[src/design/hcpv_pkg.sv]
`timescale 1ns / 1ps

package hcpv_pkg;

   // configuration port
   localparam int CSR_INDEX_W = 3;
   localparam int CSR_DATA_W  = 16;

   localparam logic [CSR_INDEX_W-1:0] REG_CURVE_SLOPE     = 3'd0;
   localparam logic [CSR_INDEX_W-1:0] REG_CURVE_LEVEL     = 3'd1;
   localparam logic [CSR_INDEX_W-1:0] REG_NIGHT_SETBACK   = 3'd2;
   localparam logic [CSR_INDEX_W-1:0] REG_FLOW_MIN        = 3'd3;
   localparam logic [CSR_INDEX_W-1:0] REG_FLOW_MAX        = 3'd4;
   localparam logic [CSR_INDEX_W-1:0] REG_PROP_GAIN       = 3'd5;
   localparam logic [CSR_INDEX_W-1:0] REG_INTEGRAL_GAIN   = 3'd6;
   localparam logic [CSR_INDEX_W-1:0] REG_START_THRESHOLD = 3'd7;

   // reset values of the registers
   localparam logic [9:0]         RST_CURVE_SLOPE     = 10'd256;
   localparam logic signed [8:0]  RST_CURVE_LEVEL     = 9'sd0;
   localparam logic [8:0]         RST_NIGHT_SETBACK   = 9'd50;
   localparam logic signed [11:0] RST_FLOW_MIN        = 12'sd200;
   localparam logic signed [11:0] RST_FLOW_MAX        = 12'sd450;
   localparam logic [15:0]        RST_PROP_GAIN       = 16'd256;
   localparam logic [15:0]        RST_INTEGRAL_GAIN   = 16'd4;
   localparam logic signed [9:0]  RST_START_THRESHOLD = 10'sd150;

   // valve limits, frost limit, start hysteresis and state reset values
   localparam logic [13:0]        Y_LOW          = 14'd0;
   localparam logic [13:0]        Y_HIGH         = 14'd10000;
   localparam logic [13:0]        Y_RESET        = 14'd5000;
   localparam logic signed [9:0]  FROST_LIMIT    = -10'sd30;
   localparam logic signed [10:0] START_HYST     = 11'sd10;

   // multiplier operand selection
   localparam logic [1:0] MUL_SEL_CURVE = 2'd0;
   localparam logic [1:0] MUL_SEL_GSUM  = 2'd1;
   localparam logic [1:0] MUL_SEL_KP    = 2'd2;

   typedef struct packed {
      logic [9:0]         curve_slope;
      logic signed [8:0]  curve_level;
      logic [8:0]         night_setback;
      logic signed [11:0] flow_min;
      logic signed [11:0] flow_max;
      logic [15:0]        prop_gain;
      logic [15:0]        integral_gain;
      logic signed [9:0]  start_threshold;
   } cfg_type;

   typedef struct packed {
      logic [8:0]         room_setpoint;
      logic signed [9:0]  outside_temp;
      logic signed [9:0]  outside_mean;
      logic signed [11:0] flow_measured;
      logic               reduced_mode;
      logic               party_mode;
      logic               safety_tripped;
   } req_type;

   typedef struct packed {
      logic signed [11:0] flow_setpoint;
      logic [13:0]        valve_position;
      logic               pumps_on;
   } rsp_type;

   typedef struct packed {
      logic       load;
      logic [1:0] mul_sel;
      logic       mul_en;
      logic       keep_part;
      logic       sum_en;
      logic       clamp_en;
      logic       delta_en;
      logic       finish;
   } cmd_type;

   typedef struct packed {
      logic out_free;
   } status_type;

endpackage

[src/design/hcpv_req_if.sv]
`timescale 1ns / 1ps

interface hcpv_req_if;
   logic               valid;
   logic               ready;
   logic [8:0]         room_setpoint;
   logic signed [9:0]  outside_temp;
   logic signed [9:0]  outside_mean;
   logic signed [11:0] flow_measured;
   logic               reduced_mode;
   logic               party_mode;
   logic               safety_tripped;

   modport source (
      output valid, room_setpoint, outside_temp, outside_mean, flow_measured,
             reduced_mode, party_mode, safety_tripped,
      input  ready
   );

   modport sink (
      input  valid, room_setpoint, outside_temp, outside_mean, flow_measured,
             reduced_mode, party_mode, safety_tripped,
      output ready
   );
endinterface

[src/design/hcpv_rsp_if.sv]
`timescale 1ns / 1ps

interface hcpv_rsp_if;
   logic               valid;
   logic               ready;
   logic signed [11:0] flow_setpoint;
   logic [13:0]        valve_position;
   logic               pumps_on;

   modport source (
      output valid, flow_setpoint, valve_position, pumps_on,
      input  ready
   );

   modport sink (
      input  valid, flow_setpoint, valve_position, pumps_on,
      output ready
   );
endinterface

[src/design/hcpv_ctrl.sv]
`timescale 1ns / 1ps

module hcpv_ctrl (
   input  logic                   clock,
   input  logic                   reset,
   input  logic                   req_valid,
   output logic                   req_ready,
   input  hcpv_pkg::status_type   status,
   output hcpv_pkg::cmd_type      cmd
);

   localparam logic [2:0] ST_IDLE  = 3'd0;
   localparam logic [2:0] ST_CURVE = 3'd1;
   localparam logic [2:0] ST_SUM   = 3'd2;
   localparam logic [2:0] ST_CLAMP = 3'd3;
   localparam logic [2:0] ST_MULA  = 3'd4;
   localparam logic [2:0] ST_MULB  = 3'd5;
   localparam logic [2:0] ST_DELTA = 3'd6;
   localparam logic [2:0] ST_POS   = 3'd7;

   logic [2:0] state_ff;
   logic [2:0] state_in;

   always_comb begin
      state_in    = state_ff;
      req_ready   = 1'b0;
      cmd         = '0;
      cmd.mul_sel = hcpv_pkg::MUL_SEL_CURVE;
      case (state_ff)
         ST_IDLE: begin
            req_ready = 1'b1;
            if (req_valid) begin
               cmd.load = 1'b1;
               state_in = ST_CURVE;
            end
         end
         ST_CURVE: begin
            cmd.mul_sel = hcpv_pkg::MUL_SEL_CURVE;
            cmd.mul_en  = 1'b1;
            state_in    = ST_SUM;
         end
         ST_SUM: begin
            cmd.sum_en = 1'b1;
            state_in   = ST_CLAMP;
         end
         ST_CLAMP: begin
            cmd.clamp_en = 1'b1;
            state_in     = ST_MULA;
         end
         ST_MULA: begin
            cmd.mul_sel = hcpv_pkg::MUL_SEL_GSUM;
            cmd.mul_en  = 1'b1;
            state_in    = ST_MULB;
         end
         ST_MULB: begin
            cmd.mul_sel   = hcpv_pkg::MUL_SEL_KP;
            cmd.mul_en    = 1'b1;
            cmd.keep_part = 1'b1;
            state_in      = ST_DELTA;
         end
         ST_DELTA: begin
            cmd.delta_en = 1'b1;
            state_in     = ST_POS;
         end
         ST_POS: begin
            // wait here while the previous response is still held
            if (status.out_free) begin
               cmd.finish = 1'b1;
               state_in   = ST_IDLE;
            end
         end
         default: begin
            state_in = ST_IDLE;
         end
      endcase
   end

   always_ff @(posedge clock) begin
      if (reset) begin
         state_ff <= ST_IDLE;
      end else begin
         state_ff <= state_in;
      end
   end

   a_finish_needs_room: assert property (@(posedge clock) disable iff (reset)
      cmd.finish |-> status.out_free)
      else $error("result stored while output register busy");

   a_one_at_a_time: assert property (@(posedge clock) disable iff (reset)
      (req_valid && req_ready) |=> !req_ready)
      else $error("second request taken while one is in progress");

   a_load_starts_curve: assert property (@(posedge clock) disable iff (reset)
      cmd.load |=> (cmd.mul_en && cmd.mul_sel == hcpv_pkg::MUL_SEL_CURVE))
      else $error("curve multiply did not follow load");

endmodule

[src/design/hcpv_dp.sv]
`timescale 1ns / 1ps

module hcpv_dp (
   input  logic                   clock,
   input  logic                   reset,
   input  hcpv_pkg::cfg_type      cfg,
   input  hcpv_pkg::req_type      req_data,
   input  hcpv_pkg::cmd_type      cmd,
   output hcpv_pkg::status_type   status,
   input  logic                   rsp_ready,
   output logic                   rsp_valid,
   output hcpv_pkg::rsp_type      rsp_data
);

   // captured request and early results
   logic [8:0]         room_ff;
   logic signed [11:0] meas_ff;
   logic               setback_on_ff;
   logic               pumps_ff;
   logic               pumps_in;
   logic signed [11:0] diff_ff;
   logic signed [11:0] diff_in;
   logic [16:0]        gsum_ff;

   // shared multiplier
   logic signed [17:0] mul_a;
   logic signed [12:0] mul_b;
   logic signed [30:0] prod_ff;
   logic signed [30:0] prod_in;
   logic signed [30:0] part_ff;

   // setpoint path
   logic signed [30:0] curve_adj;
   logic signed [30:0] curve_quo;
   logic signed [13:0] setback_term;
   logic signed [13:0] sum_ff;
   logic signed [13:0] sum_in;
   logic signed [11:0] sp_ff;
   logic signed [11:0] sp_in;
   logic signed [12:0] err_ff;
   logic signed [12:0] err_in;

   // valve path
   logic signed [30:0] vel_diff;
   logic signed [34:0] vel_wide;
   logic signed [34:0] vel_x10;
   logic signed [34:0] vel_adj;
   logic signed [34:0] vel_quo;
   logic signed [26:0] delta_ff;
   logic signed [26:0] delta_in;
   logic signed [27:0] pos_sum;
   logic [13:0]        pos_in;

   // controller state and output register
   logic signed [12:0] last_err_ff;
   logic [13:0]        last_pos_ff;
   logic               rsp_valid_ff;
   hcpv_pkg::rsp_type  rsp_ff;

   logic signed [10:0] mean_ext;
   logic signed [10:0] start_ext;

   // pump rule, decided when the request is taken
   always_comb begin
      mean_ext  = {req_data.outside_mean[9], req_data.outside_mean};
      start_ext = {cfg.start_threshold[9], cfg.start_threshold};
      if (mean_ext < start_ext || req_data.outside_temp < hcpv_pkg::FROST_LIMIT
          || req_data.party_mode) begin
         pumps_in = 1'b1;
      end else if (mean_ext > start_ext + hcpv_pkg::START_HYST
                   || req_data.safety_tripped) begin
         pumps_in = 1'b0;
      end else begin
         pumps_in = 1'b1;
      end
   end

   assign diff_in = $signed({3'b000, req_data.room_setpoint})
                  - {{2{req_data.outside_temp[9]}}, req_data.outside_temp};

   always_comb begin
      case (cmd.mul_sel)
         hcpv_pkg::MUL_SEL_GSUM: begin
            mul_a = $signed({1'b0, gsum_ff});
            mul_b = err_ff;
         end
         hcpv_pkg::MUL_SEL_KP: begin
            mul_a = $signed({2'b00, cfg.prop_gain});
            mul_b = last_err_ff;
         end
         default: begin
            mul_a = $signed({8'd0, cfg.curve_slope});
            mul_b = {diff_ff[11], diff_ff};
         end
      endcase
      prod_in = 31'(mul_a) * 31'(mul_b);
   end

   // curve: divide by 256 toward zero, then offsets and setback
   always_comb begin
      curve_adj    = prod_ff + (prod_ff[30] ? 31'sd255 : 31'sd0);
      curve_quo    = curve_adj >>> 8;
      setback_term = setback_on_ff ? $signed({5'd0, cfg.night_setback}) : 14'sd0;
      sum_in       = $signed(curve_quo[13:0])
                   + $signed({5'd0, room_ff})
                   + {{5{cfg.curve_level[8]}}, cfg.curve_level}
                   - setback_term;
   end

   // clamp, flow_min tested first
   always_comb begin
      if (sum_ff < $signed({{2{cfg.flow_min[11]}}, cfg.flow_min})) begin
         sp_in = cfg.flow_min;
      end else if (sum_ff > $signed({{2{cfg.flow_max[11]}}, cfg.flow_max})) begin
         sp_in = cfg.flow_max;
      end else begin
         sp_in = sum_ff[11:0];
      end
      err_in = {sp_in[11], sp_in} - {meas_ff[11], meas_ff};
   end

   // velocity step: times 10, divide by 256 toward zero
   always_comb begin
      vel_diff = part_ff - prod_ff;
      vel_wide = {{4{vel_diff[30]}}, vel_diff};
      vel_x10  = (vel_wide <<< 3) + (vel_wide <<< 1);
      vel_adj  = vel_x10 + (vel_x10[34] ? 35'sd255 : 35'sd0);
      vel_quo  = vel_adj >>> 8;
      delta_in = vel_quo[26:0];
   end

   always_comb begin
      pos_sum = $signed({14'd0, last_pos_ff}) + {delta_ff[26], delta_ff};
      if (pos_sum <= $signed({14'd0, hcpv_pkg::Y_LOW})) begin
         pos_in = hcpv_pkg::Y_LOW;
      end else if (pos_sum >= $signed({14'd0, hcpv_pkg::Y_HIGH})) begin
         pos_in = hcpv_pkg::Y_HIGH;
      end else begin
         pos_in = pos_sum[13:0];
      end
   end

   always_ff @(posedge clock) begin
      if (cmd.load) begin
         room_ff       <= req_data.room_setpoint;
         meas_ff       <= req_data.flow_measured;
         setback_on_ff <= req_data.reduced_mode && !req_data.party_mode;
         pumps_ff      <= pumps_in;
         diff_ff       <= diff_in;
         gsum_ff       <= {1'b0, cfg.prop_gain} + {1'b0, cfg.integral_gain};
      end
      if (cmd.mul_en) begin
         prod_ff <= prod_in;
      end
      if (cmd.keep_part) begin
         part_ff <= prod_ff;
      end
      if (cmd.sum_en) begin
         sum_ff <= sum_in;
      end
      if (cmd.clamp_en) begin
         sp_ff  <= sp_in;
         err_ff <= err_in;
      end
      if (cmd.delta_en) begin
         delta_ff <= delta_in;
      end
      if (cmd.finish) begin
         rsp_ff.flow_setpoint  <= sp_ff;
         rsp_ff.valve_position <= pos_in;
         rsp_ff.pumps_on       <= pumps_ff;
      end
   end

   always_ff @(posedge clock) begin
      if (reset) begin
         last_err_ff  <= 13'sd0;
         last_pos_ff  <= hcpv_pkg::Y_RESET;
         rsp_valid_ff <= 1'b0;
      end else begin
         if (cmd.finish) begin
            last_err_ff  <= err_ff;
            last_pos_ff  <= pos_in;
            rsp_valid_ff <= 1'b1;
         end else if (rsp_ready) begin
            rsp_valid_ff <= 1'b0;
         end
      end
   end

   assign status.out_free = !rsp_valid_ff || rsp_ready;
   assign rsp_valid       = rsp_valid_ff;
   assign rsp_data        = rsp_ff;

   a_finish_shows_result: assert property (@(posedge clock) disable iff (reset)
      cmd.finish |=> rsp_valid_ff)
      else $error("finished result not presented");

   a_position_in_limits: assert property (@(posedge clock) disable iff (reset)
      (last_pos_ff >= hcpv_pkg::Y_LOW) && (last_pos_ff <= hcpv_pkg::Y_HIGH))
      else $error("stored valve position outside limits");

   a_state_holds: assert property (@(posedge clock) disable iff (reset)
      !cmd.finish |=> $stable(last_pos_ff) && $stable(last_err_ff))
      else $error("controller state changed without a finished request");

endmodule

[src/design/heating_curve_pi_valve_control.sv]
`timescale 1ns / 1ps

// weather compensated flow control with a velocity-form pi valve loop.
// each request carries one sample tick: room setpoint, outside and mean
// outside temperature (tenths of a degree), measured flow temperature and
// the mode bits. the response gives the clamped flow setpoint, the valve
// position in 0.01 % units and the pump command. a request runs through a
// fixed sequence of 8 steps: load at the accepting edge, curve multiply,
// curve sum, setpoint clamp, two gain multiplies on one shared 18 x 13
// multiplier, delta scaling and the position update, which loads the response
// register. the next request can be taken the cycle after that, and not
// before: one request is in flight at a time. the response sits in its own
// register, and the sequencer only waits in its last step when that register
// still holds an untaken response. the valve position and the last flow
// error are kept between requests and reset to 50 % and zero. registers
// are written through the csr port; the user must write them only while
// no request is in flight, the block itself does not enforce it.

module heating_curve_pi_valve_control (
   input  logic                                clock,
   input  logic                                reset,
   hcpv_req_if.sink                            req_chan,
   hcpv_rsp_if.source                          rsp_chan,
   input  logic                                csr_we,
   input  logic [hcpv_pkg::CSR_INDEX_W-1:0]    csr_index,
   input  logic [hcpv_pkg::CSR_DATA_W-1:0]     csr_wdata
);

   hcpv_pkg::cfg_type     cfg_ff;
   hcpv_pkg::cfg_type     cfg_in;
   hcpv_pkg::req_type     req_data;
   hcpv_pkg::rsp_type     rsp_data;
   hcpv_pkg::cmd_type     cmd;
   hcpv_pkg::status_type  status;
   logic                  req_ready;
   logic                  rsp_valid;

   // register file: each write lands in the register its index names
   always_comb begin
      cfg_in = cfg_ff;
      if (csr_we) begin
         case (csr_index)
            hcpv_pkg::REG_CURVE_SLOPE:     cfg_in.curve_slope     = csr_wdata[9:0];
            hcpv_pkg::REG_CURVE_LEVEL:     cfg_in.curve_level     = $signed(csr_wdata[8:0]);
            hcpv_pkg::REG_NIGHT_SETBACK:   cfg_in.night_setback   = csr_wdata[8:0];
            hcpv_pkg::REG_FLOW_MIN:        cfg_in.flow_min        = $signed(csr_wdata[11:0]);
            hcpv_pkg::REG_FLOW_MAX:        cfg_in.flow_max        = $signed(csr_wdata[11:0]);
            hcpv_pkg::REG_PROP_GAIN:       cfg_in.prop_gain       = csr_wdata[15:0];
            hcpv_pkg::REG_INTEGRAL_GAIN:   cfg_in.integral_gain   = csr_wdata[15:0];
            hcpv_pkg::REG_START_THRESHOLD: cfg_in.start_threshold = $signed(csr_wdata[9:0]);
            default: begin
               cfg_in = cfg_ff;
            end
         endcase
      end
   end

   always_ff @(posedge clock) begin
      if (reset) begin
         cfg_ff.curve_slope     <= hcpv_pkg::RST_CURVE_SLOPE;
         cfg_ff.curve_level     <= hcpv_pkg::RST_CURVE_LEVEL;
         cfg_ff.night_setback   <= hcpv_pkg::RST_NIGHT_SETBACK;
         cfg_ff.flow_min        <= hcpv_pkg::RST_FLOW_MIN;
         cfg_ff.flow_max        <= hcpv_pkg::RST_FLOW_MAX;
         cfg_ff.prop_gain       <= hcpv_pkg::RST_PROP_GAIN;
         cfg_ff.integral_gain   <= hcpv_pkg::RST_INTEGRAL_GAIN;
         cfg_ff.start_threshold <= hcpv_pkg::RST_START_THRESHOLD;
      end else begin
         cfg_ff <= cfg_in;
      end
   end

   // request payload into one bundle for the datapath
   assign req_data.room_setpoint  = req_chan.room_setpoint;
   assign req_data.outside_temp   = req_chan.outside_temp;
   assign req_data.outside_mean   = req_chan.outside_mean;
   assign req_data.flow_measured  = req_chan.flow_measured;
   assign req_data.reduced_mode   = req_chan.reduced_mode;
   assign req_data.party_mode     = req_chan.party_mode;
   assign req_data.safety_tripped = req_chan.safety_tripped;
   assign req_chan.ready          = req_ready;

   // sequencer: steps the datapath through one request
   hcpv_ctrl u_ctrl (
      .clock     (clock),
      .reset     (reset),
      .req_valid (req_chan.valid),
      .req_ready (req_ready),
      .status    (status),
      .cmd       (cmd)
   );

   // datapath: curve, clamp, shared multiplier, pi step, response register
   hcpv_dp u_dp (
      .clock     (clock),
      .reset     (reset),
      .cfg       (cfg_ff),
      .req_data  (req_data),
      .cmd       (cmd),
      .status    (status),
      .rsp_ready (rsp_chan.ready),
      .rsp_valid (rsp_valid),
      .rsp_data  (rsp_data)
   );

   assign rsp_chan.valid          = rsp_valid;
   assign rsp_chan.flow_setpoint  = rsp_data.flow_setpoint;
   assign rsp_chan.valve_position = rsp_data.valve_position;
   assign rsp_chan.pumps_on       = rsp_data.pumps_on;

endmodule
[src/flat_wrapper.sv]
// flat-port wrapper written by rule: the top's interface ports become plain ports
module heating_curve_pi_valve_control_flat 
  (clock, reset, csr_we, csr_index, csr_wdata, req_chan_valid, req_chan_room_setpoint, req_chan_outside_temp, req_chan_outside_mean, req_chan_flow_measured, req_chan_reduced_mode, req_chan_party_mode, req_chan_safety_tripped, req_chan_ready, rsp_chan_valid, rsp_chan_flow_setpoint, rsp_chan_valve_position, rsp_chan_pumps_on, rsp_chan_ready);
  hcpv_req_if req_chan_i ();
  hcpv_rsp_if rsp_chan_i ();
  input  logic clock;
  input  logic reset;
  input  logic csr_we;
  input  logic [hcpv_pkg::CSR_INDEX_W-1:0] csr_index;
  input  logic [hcpv_pkg::CSR_DATA_W-1:0] csr_wdata;
  input wire logic [$bits(req_chan_i.valid)-1:0] req_chan_valid;
  input wire logic [$bits(req_chan_i.room_setpoint)-1:0] req_chan_room_setpoint;
  input wire logic [$bits(req_chan_i.outside_temp)-1:0] req_chan_outside_temp;
  input wire logic [$bits(req_chan_i.outside_mean)-1:0] req_chan_outside_mean;
  input wire logic [$bits(req_chan_i.flow_measured)-1:0] req_chan_flow_measured;
  input wire logic [$bits(req_chan_i.reduced_mode)-1:0] req_chan_reduced_mode;
  input wire logic [$bits(req_chan_i.party_mode)-1:0] req_chan_party_mode;
  input wire logic [$bits(req_chan_i.safety_tripped)-1:0] req_chan_safety_tripped;
  output wire logic [$bits(req_chan_i.ready)-1:0] req_chan_ready;
  output wire logic [$bits(rsp_chan_i.valid)-1:0] rsp_chan_valid;
  output wire logic [$bits(rsp_chan_i.flow_setpoint)-1:0] rsp_chan_flow_setpoint;
  output wire logic [$bits(rsp_chan_i.valve_position)-1:0] rsp_chan_valve_position;
  output wire logic [$bits(rsp_chan_i.pumps_on)-1:0] rsp_chan_pumps_on;
  input wire logic [$bits(rsp_chan_i.ready)-1:0] rsp_chan_ready;
  assign req_chan_i.valid = req_chan_valid;
  assign req_chan_i.room_setpoint = req_chan_room_setpoint;
  assign req_chan_i.outside_temp = req_chan_outside_temp;
  assign req_chan_i.outside_mean = req_chan_outside_mean;
  assign req_chan_i.flow_measured = req_chan_flow_measured;
  assign req_chan_i.reduced_mode = req_chan_reduced_mode;
  assign req_chan_i.party_mode = req_chan_party_mode;
  assign req_chan_i.safety_tripped = req_chan_safety_tripped;
  assign req_chan_ready = req_chan_i.ready;
  assign rsp_chan_valid = rsp_chan_i.valid;
  assign rsp_chan_flow_setpoint = rsp_chan_i.flow_setpoint;
  assign rsp_chan_valve_position = rsp_chan_i.valve_position;
  assign rsp_chan_pumps_on = rsp_chan_i.pumps_on;
  assign rsp_chan_i.ready = rsp_chan_ready;
  heating_curve_pi_valve_control u_core (.clock(clock), .reset(reset), .req_chan(req_chan_i), .rsp_chan(rsp_chan_i), .csr_we(csr_we), .csr_index(csr_index), .csr_wdata(csr_wdata));
endmodule
[config.mk]
export PLATFORM = sky130hd
export DESIGN_NAME = heating_curve_pi_valve_control_flat
export DESIGN_NICKNAME = d
export VERILOG_FILES = /design/src/design/hcpv_pkg.sv /design/src/design/hcpv_req_if.sv /design/src/design/hcpv_rsp_if.sv /design/src/design/hcpv_ctrl.sv /design/src/design/hcpv_dp.sv /design/src/design/heating_curve_pi_valve_control.sv /design/src/flat_wrapper.sv
export SDC_FILE = /design/constraint.sdc
export NUM_CORES = 1
export LEC_CHECK = 0
export BUFFER_PORTS_ARGS = -buffer_cell sky130_fd_sc_hd__buf_2
export CAP_MARGIN = 5
export CORE_MARGIN = 3
export CORE_UTILIZATION = 57
export DETAILED_ROUTE_END_ITERATION = 10
export PLACE_DENSITY = 0.78
export RECOVER_POWER = 100
export SLEW_MARGIN = 20
export SYNTH_ARGS = -nofsm -noshare
export SYNTH_HDL_FRONTEND = slang
export SYNTH_HIERARCHICAL = 1
export SYNTH_SLANG_ARGS = --single-unit
export TNS_END_PERCENT = 50
[constraint.sdc]
create_clock -name clock -period 9.95 [get_ports clock]
set_clock_uncertainty 0.15 [all_clocks]
set_input_delay 1.4925 -clock clock [delete_from_list [all_inputs] [get_ports clock]]
set_output_delay 1.4925 -clock clock [all_outputs]
set_load 0.03 [all_outputs]
==> summary.md, run 1 <==
| Metric | Value |
|---|---|
| Post-DP HPWL | 57700 um |
| Placed cell count | 3626 |
| CTS tree | done |
| Logic pwr share | 52.1% |
| Type of origin of the critical path | register |
| Drt pass-1 iters | 8 |
| Syn nets | 3487 |
| Max Root-Sink Buffers | 3 |
| Sw power | 2.68 mW |
| Worst-path fanout max | 37 |
| Critical path buffer and inverter count | 0 |
| Clock slew at reported path FFs | 60 ps |
| Post-synthesis sequential area ratio | 30.6% |
| Yosys top cell area share | 21.8% |
| Critical Path Sink Type | register |
| CP peak stage delay | 940 ps |
| R2R Setup Slk | 870 ps |
| Total wire length | 72900 um |
| Critical path's slowest cell | o21ai_0 |
| Most frequent cells in the layout | inv_1, ha_1, nor2_1, edfxtp_1, nand2_1 |
| Initial antenna violation count | 1 |
| CTS sink cnt | 331 |
| CTS resizes | 0 |
| Top-level port count | 97 |
| Iteration-0 DRC Markers | 1613 |
| Gr ovfl total | 0 |
| Vias after detailed routing | 21420 |
| Reg2Reg Depth | 25 |
| Fmax | 110 MHz |
| Peak supply drop | 0.188 mV |
| Share of cells above drive strength 1 | 5.48% |
| Final Cell Area | 30500 um^2 |
| Reg-to-reg endpoint | u_core/u_dp/prod_ff[30] |
| Yosys reg bits | 331 |
| Synth warn | 6 |
| EDFF count, synth | 206 |
| DR WL/cell | 19.7 um |
| Crit path top cell by count | fa_1 |
| Worst Hold Endpoint | u_core/u_dp/rsp_data[17] |
| CP Data Required Time | 10110 ps |
| Worst min-delay path startpoint | u_core/u_dp/sp_ff[2] |
| Fin crit share | 91.3% |
| Syn_area_per_cell | 9.68 um^2 |
| Status | finished with violations |
| Tightest Pin Transition | 3370 ps |
| RSZ-0062 raised after global routing | false |
| Post CTS Setup Buffer Count | 0 |
| Cell area after synthesis | 28400 um^2 |
| Synth async-reset ratio | 0% |
| Setup Viol. Count Final | 0 |
| Clock share of power | 20.4% |
| Leak pwr | 13.7 nW |
| Die Ht | 229 um |
| Die Span X | 229 um |
| All-Layer GR Usage | 27.8% |
| CTS buffer count | 37 |
| Net Sw Frac | 40.7% |
| Final nets | 3558 |
| CP Depth | 25 |
| Gate count of the mapped netlist | 2930 |
| Fillers | 4074 |
| Post-route ant nets | 0 |
| Total power | 6.57 mW |
| Drt drc | 0 |
| Vias per cell | 5.80 |
| Row count | 81 |
| Sequential group share of total power | 27.5% |
| Final Max Tran Viols | 345 |
| Violated checks | max-capacitance violations, max-slew violations |
| FF-to-FF Start | u_core/u_ctrl/state_ff[2] |
| Synth area leaders | edfxtp_1, fa_1, ha_1 |
| Critical path class | reg -> reg |
| Hold Path Class | reg -> reg |
| Vias in the first global route | 21953 |
| Largest net degree at the start of global routing | 80 |
| Pwr per Cell Area | 216 nW/um^2 |
| Int Power | 3.90 mW |
| Core area | 49100 um^2 |
| Max_cap viols | 9 |
| H-tree levels | 2 |
| Crit path DAT | 9240 ps |
| First-pass GRT wire length | 117000 um |
| Worst-Skew Late Latency | 560 ps |
| GPL Wtd Cong | 0.962 |
| Post-synth top area cell | edfxtp_1 |
| Final TNS setup | 0 ps |
| Root Driver | clkbuf_16 |
| Post-DP Area | 29500 um^2 |
| Area Growth Syn to Fin | 7.41% |
| Synth Flop Type | edfxtp_1 |
| Final non-filler cell total | 3695 |
| Final hold vios | 0 |
| Starting Density | 57.8% |
| Slew margin rel. | -125% |
| Unique masters post-synth | 93 |
| Worst hold path depth | 0 |
| Port Buffers | 96 |
| CTS Hold Bufs | 0 |
| CP top delay family | adder cells |
| Commonest non-fill, non-tap cell in the layout | inv_1 |
| Die area | 52500 um^2 |
| Final min period | 9080 ps |
==> logic make-up after synthesis <==
kind of cell	after synthesis	synth area share, %
multiplexers	129	4.59
AO/OA/AOI/OAI	495	11.6
AND/OR/NAND/NOR	859	15.0
buffers and inverters	454	6.25
adder cells (fa/ha/maj)	489	26.6
XOR/XNOR	173	5.34
flip-flops	331	30.6
==> worst max-delay path by stage <==
stage,from,to
2_1_floorplan,u_core/u_ctrl/state_ff[1],u_core/u_dp/prod_ff[30]
3_3_place_gp,u_core/u_ctrl/state_ff[2],u_core/u_dp/prod_ff[30]
3_5_place_dp,u_core/u_ctrl/state_ff[2],u_core/u_dp/prod_ff[29]
4_1_cts,u_core/u_ctrl/state_ff[2],u_core/u_dp/prod_ff[30]
5_1_grt,u_core/u_ctrl/state_ff[2],u_core/u_dp/prod_ff[30]
6_report,u_core/u_ctrl/state_ff[2],u_core/u_dp/prod_ff[30]
==> through the flow <==
step	utilization [%]	hold WS, ps	worst slack [ps]
3_5_place_dp	60.1	256	1120
5_1_grt	62.1	273	293
4_1_cts	62.5	271	939
2_1_floorplan	-	250	2060
6_report	62.1	269	870
3_3_place_gp	60.1	252	1310
==> power groups by stage <==
stage | Combinational, mW | Sequential, mW | Clock, mW
4_1_cts | 3.42 | 1.81 | 1.36
5_1_grt | 3.80 | 1.82 | 1.42
6_report | 3.43 | 1.81 | 1.34
3_3_place_gp | 3.26 | 1.83 | 0
3_5_place_dp | 3.38 | 1.83 | 0
2_1_floorplan | 2.62 | 1.80 | 0
==> metal layers <==
layer | vias to the layer above | wire, um | GRT usage [%]
met3 | 139 | 4320 | 4.05
li1 | 10122 | - | -
met4 | 2 | 2280 | 8.82
met2 | 684 | 36000 | 48.4
met5 | - | 10 | 0
met1 | 10473 | 30300 | 35.7
==> registers in the layout, indices dropped and copies added (netlist names), 9 cells and up <==
| register | flops |
|---|---|
| u_core/u_dp/diff_ff | 11 |
| u_core/u_dp/gsum_ff | 17 |
| u_core/cfg_ff | 94 |
| u_core/u_dp/meas_ff | 12 |
| u_core/u_dp/prod_ff | 31 |
| u_core/u_dp/err_ff | 13 |
| u_core/u_dp/part_ff | 31 |
| u_core/u_dp/sp_ff | 12 |
| u_core/u_dp/last_err_ff | 13 |
| u_core/u_dp/room_ff | 9 |
| u_core/u_dp/sum_ff | 14 |
| u_core/u_dp/last_pos_ff | 14 |
| u_core/u_dp/delta_ff | 27 |
| u_core/u_dp/rsp_data | 27 |
==> cells in the mapped netlist (50+ instances only) <==
cell / number
fa_1: 189
xnor2_1: 123
ha_1: 300
mux2i_1: 120
nand2b_1: 143
dfxtp_1: 125
nand2_1: 195
xor2_1: 50
a21oi_1: 132
nor2_1: 267
edfxtp_1: 206
inv_1: 370
clkbuf_1: 58
o21ai_0: 92
a21o_1: 71
==> final cells by class <==
type                            instances  area, um^2  share of cell area, %
Multi-Input combinational cell       2145       17800                   58.5
Sequential cell                       331        8690                   28.5
Inverter                              370        1390                   4.56
Tap cell                              664         831                   2.73
Clock inverter                         14         105                  0.345
Timing Repair Buffer                  116         541                   1.77
Antenna cell                            1        2.50                0.00821
Clock buffer                           54        1070                   3.52
(Power assumes the default switching activity.)
==> run 2, diff against run 1 <==
- CORE_UTILIZATION: 57 -> 45
- GPL_TIMING_DRIVEN: default -> 0
- PLACE_DENSITY: 0.78 -> 0.65
==> run 2 against run 1 <==
The flow still finishes with violations (max-capacitance violations, max-slew violations); register-to-register slack got worse by 310 ps; clock power about the same; flip-flop and latch count unchanged; sequential share of layout area decreased by 0.48 points; total power shrank 0.32%; final area is 1.7% higher; clock-buffer cell count down 10; worst setup slack worse by 310 ps; wire length grew 1.9%; critical path type unchanged; highest routed layer is now met4.
==> summary.md, run 2 (synthesized netlist as in run 1, its figures left out) <==
| Metric | Value |
|---|---|
| Status | finished with violations |
| Violated checks | max-capacitance violations, max-slew violations |
| Placed cell count | 3864 (+6.6%) |
| Final nets | 3622 (+1.8%) |
| DR WL/cell | 18.9 um (-4.2%) |
| Core area | 62100 um^2 (+27%) |
| Final Max Tran Viols | 135 (-61%) |
| CTS tree | done |
| Crit path top cell by count | fa_1 |
| Register area | 8690 um^2 (unchanged) |
| Leak pwr | 13.8 nW (+0.65%) |
| Largest net degree at the start of global routing | 49 (-39%) |
| Drt drc | 0 (unchanged) |
| Critical Path Sink Type | register |
| Worst-Skew Late Latency | 560 ps (about the same) |
| Most frequent cells in the layout | inv_1, ha_1, nor2_1, edfxtp_1, nand2_1 |
| Fillers | 5715 (+40%) |
| Critical path class | reg -> reg |
| Final non-filler cell total | 3930 (+6.4%) |
| Pwr per Cell Area | 212 nW/um^2 (-2.0%) |
| Final hold vios | 0 (unchanged) |
| Hold Path Class | reg -> reg |
| Multi-input gate area | 17900 um^2 (+0.31%) |
| Total wire length | 74300 um (+1.9%) |
| Fin worst setup slack | 564 ps (-306 ps) |
| RSZ-0062 raised after global routing | false |
| Max Root-Sink Buffers | 3 (unchanged) |
| H-tree levels | 2 (unchanged) |
| Vias after detailed routing | 21497 (+0.36%) |
| Vias in the first global route | 22156 (+0.92%) |
| Share of cells above drive strength 1 | 5.98% (+0.50 points) |
| Peak supply drop | 0.133 mV (-29%) |
| All-Layer GR Usage | 22.5% (-5.3 points) |
| Setup Viol. Count Final | 0 (unchanged) |
| Critical path's slowest cell | clkbuf_1 |
| First-pass GRT wire length | 118000 um (+1.6%) |
| Iteration-0 DRC Markers | 1314 (-19%) |
| Die area | 66100 um^2 (+26%) |
| Post CTS Setup Buffer Count | 0 (unchanged) |
| Slew margin rel. | -96.8% (+28 points) |
| Fmax | 107 MHz (-3.3%) |
| Starting Density | 45.7% (-12 points) |
| Reg with most FFs | u_core/cfg_ff |
| Final TNS setup | 0 ps (unchanged) |
| Top-level port count | 97 (unchanged) |
| CTS buffer count | 36 (-2.7%) |
| Port Buffers | 92 (-4.2%) |
| Post-DP HPWL | 60100 um (+4.2%) |
| Tightest Pin Transition | 2950 ps (-420 ps) |
| Area Growth Syn to Fin | 9.24% |
| Crit path DAT | 9540 ps (+300 ps) |
| CTS sink cnt | 331 (unchanged) |
| Die Ht | 257 um (+12%) |
| Type of origin of the critical path | register |
| CP peak stage delay | 600 ps (-340 ps) |
| Drt pass-1 iters | 7 (-1) |
| Row count | 91 (+12%) |
| Max FFs per register | 94 (unchanged) |
| Gr ovfl total | 0 (unchanged) |
| Vias per cell | 5.47 (-5.6%) |
| Diode count | 0 (-1) |
| Largest registers | u_core/cfg_ff: 94 flops, u_core/u_dp/part_ff: 31 flops, u_core/u_dp/prod_ff: 31 flops |
| Final min period | 9390 ps (+306 ps) |
| Root Driver | clkbuf_16 |
| Post-route ant nets | 0 (unchanged) |
| GPL Wtd Cong | 0.977 (+1.6%) |
| Initial antenna violation count | 0 (-1) |
| Commonest non-fill, non-tap cell in the layout | inv_1 |
| Die Span X | 257 um (+12%) |
| Pre-CTS setup slack | 127 ps (-993 ps) |
| Total power | 6.55 mW (-0.32%) |
| Max_cap viols | 4 (-5) |
| Clock slew at reported path FFs | 60 ps (about the same) |
| CP Data Required Time | 10100 ps (about the same) |
| Fin crit share | 94.3% (+3.1 points) |
| Worst-path fanout max | 10 (-73%) |
run 2: changes by cell type in the layout (fill, tap and decap cells not counted), moves of 4 or more:
cell,previous run,this run
buf_6,0,4
o21ai_2,0,6
buf_2,54,63
o21ai_1,10,4
clkbuf_1,63,114
buf_4,10,2
buf_1,0,4
run 2: area by class of cell:
class / instances / share of cell area [%]
multi-input combinational: 2145 / 57.7
sequential: 331 / 28.0
inverter: 370 / 4.48
tap: 837 / 3.38
clock buffer: 44 / 3.04
timing repair buffer: 97 / 1.39
buffer: 84 / 1.18
clock inverter: 22 / 0.739
run 2: where the power goes:
part | switching (mW) | internal (mW) | total, mW
Clock | 0.580 | 0.765 | 1.35
Sequential | 0.0795 | 1.73 | 1.81
Combinational | 2.02 | 1.38 | 3.40
Total | 2.68 | 3.87 | 6.55
run 2: final timing paths:
check	from	endpoint	slack [ps]	cells past startpoint
max	u_core/u_ctrl/state_ff[1]	u_core/u_dp/prod_ff[30]	560	33
min	u_core/u_dp/sp_ff[9]	u_core/u_dp/rsp_data[24]	270	0
max reg2reg	u_core/u_ctrl/state_ff[1]	u_core/u_dp/prod_ff[30]	560	33
min reg2reg	u_core/u_dp/sp_ff[9]	u_core/u_dp/rsp_data[24]	270	0
run 2: stage by stage:
stage / utilization (%) / hold slack (ps) / cell area (um^2)
CTS: 50.2 / 271 / 31200
global placement: 48.1 / 259 / 29900
global route: 49.9 / 275 / 31000
detailed placement: 48.3 / 257 / 30000
floorplan: - / 250 / 28400
finish: 49.9 / 273 / 31000
run 2: critical path, delay by kind of cell, from the launching register on:
family | cells | cell delay [ps]
AOI/OAI and AO/OA | 7 | 1400
and+or+nand+nor | 9 | 1680
adders and majority gates | 8 | 3520
xor gates and xnor gates | 1 | 80
buffers and inverters | 8 | 1960
DFF | 1 | 320
run 2: timing repair:
item	CTS	global route
resized for setup	0	7
hold buffers	0	0
endpoints found under the setup margin	0	4
run 2: layer usage:
layer | wire, um | vias to the layer above | global-route usage [%]
met5 | 0 | - | 0
met4 | 2910 | 0 | 8.82
met3 | 2820 | 147 | 2.11
met2 | 36300 | 541 | 39.5
met1 | 32300 | 10562 | 28.6
li1 | - | 10247 | -
==> run 3, diff against run 2 <==
- BUFFER_PORTS_ARGS: -buffer_cell sky130_fd_sc_hd__buf_2 -> default
- DONT_BUFFER_PORTS: default -> 1
- PLACE_DENSITY: 0.65 -> 0.64
==> run 3 against run 2 <==
Core utilization shrank 0.81 points; global-route usage is 0.057 points higher; total power decreased by 1.2%; critical path depth decreased by 1; wire length increased by 0.19%; combinational power barely moved; register-to-register slack improved by 20 ps; clock power down 5%; non-clock buffer count shrank 94; the run still ends with max-capacitance violations, max-slew violations left; clock-buffer cell count grew 1; via count shrank 2.5%; final area down 1.6%; largest power group unchanged.
==> summary.md, run 3 (synthesized netlist as in run 1, its figures left out) <==
| Metric | Value |
|---|---|
| Status | finished with violations |
| Violated checks | max-capacitance violations, max-slew violations |
| Critical path buffer and inverter count | 7 (-1) |
| FF-to-FF Start | u_core/u_ctrl/state_ff[1] |
| Share of cells above drive strength 1 | 4.30% (-1.7 points) |
| Die Span X | 257 um (unchanged) |
| CTS Hold Bufs | 0 (unchanged) |
| DR WL/cell | 19.4 um (+2.7%) |
| Total wire length | 74500 um (+0.19%) |
| R2R Setup Slk | 580 ps (+20 ps) |
| Fmax | 107 MHz (+0.21%) |
| Max Root-Sink Buffers | 3 (unchanged) |
| All-Layer GR Usage | 22.6% (+0.057 points) |
| Worst min-delay path startpoint | u_core/u_dp/sp_ff[11] |
| Critical Path Sink Type | register |
| Vias in the first global route | 21611 (-2.5%) |
| Hold Path Class | reg -> reg |
| Final Cell Area | 30500 um^2 (-1.6%) |
| Die Ht | 257 um (unchanged) |
| Final min period | 9370 ps (-19.7 ps) |
| Initial antenna violation count | 0 (unchanged) |
| RSZ-0062 raised after global routing | false |
| Clock slew at reported path FFs | 70 ps (about the same) |
| Max FFs per register | 94 (unchanged) |
| Final nets | 3528 (-2.6%) |
| Reg2Reg Depth | 32 (-3.0%) |
| Gr ovfl total | 0 (unchanged) |
| CTS buffer count | 36 (unchanged) |
| Worst hold path depth | 0 (unchanged) |
| CTS tree | done |
| CP Data Required Time | 10090 ps (about the same) |
| Top-level port count | 97 (unchanged) |
| Row count | 91 (unchanged) |
| Largest net degree at the start of global routing | 48 (-2.0%) |
| Pwr per Cell Area | 212 nW/um^2 (+0.44%) |
| Setup Viol. Count Final | 0 (unchanged) |
| Max_cap viols | 4 (unchanged) |
| Post-route ant nets | 0 (unchanged) |
| Vias after detailed routing | 20964 (-2.5%) |
| Root Driver | clkbuf_16 |
| Most frequent cells in the layout | inv_1, ha_1, nor2_1, edfxtp_1, nand2_1 |
| Critical path class | reg -> reg |
| Crit path DAT | 9500 ps (-40 ps) |
| First-pass GRT wire length | 118000 um (about the same) |
| GPL Wtd Cong | 0.951 (-2.7%) |
| Leak pwr | 13.6 nW (-2.0%) |
| CP top delay family | adder cells |
| Vias per cell | 5.47 (about the same) |
| Worst-Skew Late Latency | 560 ps (about the same) |
| Commonest non-fill, non-tap cell in the layout | inv_1 |
| Starting Density | 45.7% (unchanged) |
| Fin crit share | 94.1% (-0.20 points) |
| CTS sink cnt | 331 (unchanged) |
| Slew margin rel. | -89.9% (+6.9 points) |
| CP peak stage delay | 950 ps (+350 ps) |
| Final Max Tran Viols | 132 (-2.2%) |
| Final non-filler cell total | 3835 (-2.4%) |
| Placed cell count | 3771 (-2.4%) |
| Port Buffers | 0 (-100%) |
| Post-DP HPWL | 60700 um (+1.0%) |
| H-tree levels | 2 (unchanged) |
| Drt drc | 0 (unchanged) |
| Final hold vios | 0 (unchanged) |
| Reg-to-reg endpoint | u_core/u_dp/prod_ff[30] |
| Crit path top cell by count | fa_1 |
| Critical path's slowest cell | o21ai_1 |
| Type of origin of the critical path | register |
| Post-DP Area | 29500 um^2 (-1.6%) |
| Final TNS setup | 0 ps (unchanged) |
| Iteration-0 DRC Markers | 1311 (-0.23%) |
| Worst-path fanout max | 10 (unchanged) |
| Reg with most FFs | u_core/cfg_ff |
| Area Growth Syn to Fin | 7.46% |
| Largest registers | u_core/cfg_ff: 94 flops, u_core/u_dp/part_ff: 31 flops, u_core/u_dp/prod_ff: 31 flops |
| Core area | 62100 um^2 (unchanged) |
| Peak supply drop | 0.142 mV (+6.9%) |
| Core Util, Final | 49.1% (-0.81 points) |
| Worst Hold Endpoint | u_core/u_dp/rsp_data[26] |
| Tightest Pin Transition | 2850 ps (-103 ps) |
| Drt pass-1 iters | 6 (-1) |
| Die area | 66100 um^2 (unchanged) |
| Hold WS | 268 ps (-4.94 ps) |
==> run 3: cell types whose count changed in the layout (fill, tap and decap cells not counted), sizes merged <==
cell	before	now
bufinv	3	1
buf	73	22
diode	0	1
inv	375	373
clkbuf	152	110
clkinv	12	13
==> run 3: where the power goes <==
group          switching (mW)  total, mW  internal (mW)
sequential             0.0811       1.81           1.73
clock                   0.560       1.28          0.719
combinational            2.01       3.39           1.38
==> run 3: what timing repair did <==
| action | 4_1_cts | 5_1_grt |
|---|---|---|
| setup endpoints to repair | 0 | 3 |
| buffers inserted | 0 | 0 |
| gates resized for setup | 0 | 14 |
==> run 3: cell type report <==
| type | instances | area, um^2 |
|---|---|---|
| clock buffers | 45 | 966 |
| repair buffers | 4 | 15.0 |
| well taps | 837 | 1050 |
| plain buffers | 83 | 367 |
| clock inverters | 19 | 135 |
| multi-input cells | 2145 | 17900 |
| fillers | 5778 | 31600 |
| diodes | 1 | 2.50 |
| flip-flops and latches | 331 | 8690 |
| inverters | 370 | 1390 |
==> run 3: worst max-delay path by stage <==
stage	startpoint	end	slack, ps	cells past startpoint
floorplan	u_core/u_ctrl/state_ff[1]	u_core/u_dp/prod_ff[30]	2060	34
global placement	u_core/u_ctrl/state_ff[1]	u_core/u_dp/prod_ff[30]	360	33
detailed placement	u_core/u_ctrl/state_ff[2]	u_core/u_dp/prod_ff[30]	250	33
CTS	u_core/u_ctrl/state_ff[2]	u_core/u_dp/prod_ff[30]	200	33
global route	u_core/u_ctrl/state_ff[1]	u_core/u_dp/prod_ff[30]	30	33
finish	u_core/u_ctrl/state_ff[1]	u_core/u_dp/prod_ff[30]	580	32
==> run 3: layer usage <==
| layer | GRT usage, % | wire, um |
|---|---|---|
| met1 | 28.9 | 32500 |
| met2 | 39.2 | 36000 |
| met3 | 2.60 | 3260 |
| met4 | 8.38 | 2770 |
| met5 | 0 | 0 |
==> run 3: metrics by stage <==
step / power [mW] / worst slack, ps
6_report: 6.48 / 583
4_1_cts: 6.52 / 200
5_1_grt: 6.99 / 27.3
3_5_place_dp: 5.21 / 250
3_3_place_gp: 5.09 / 356
2_1_floorplan: 4.41 / 2060
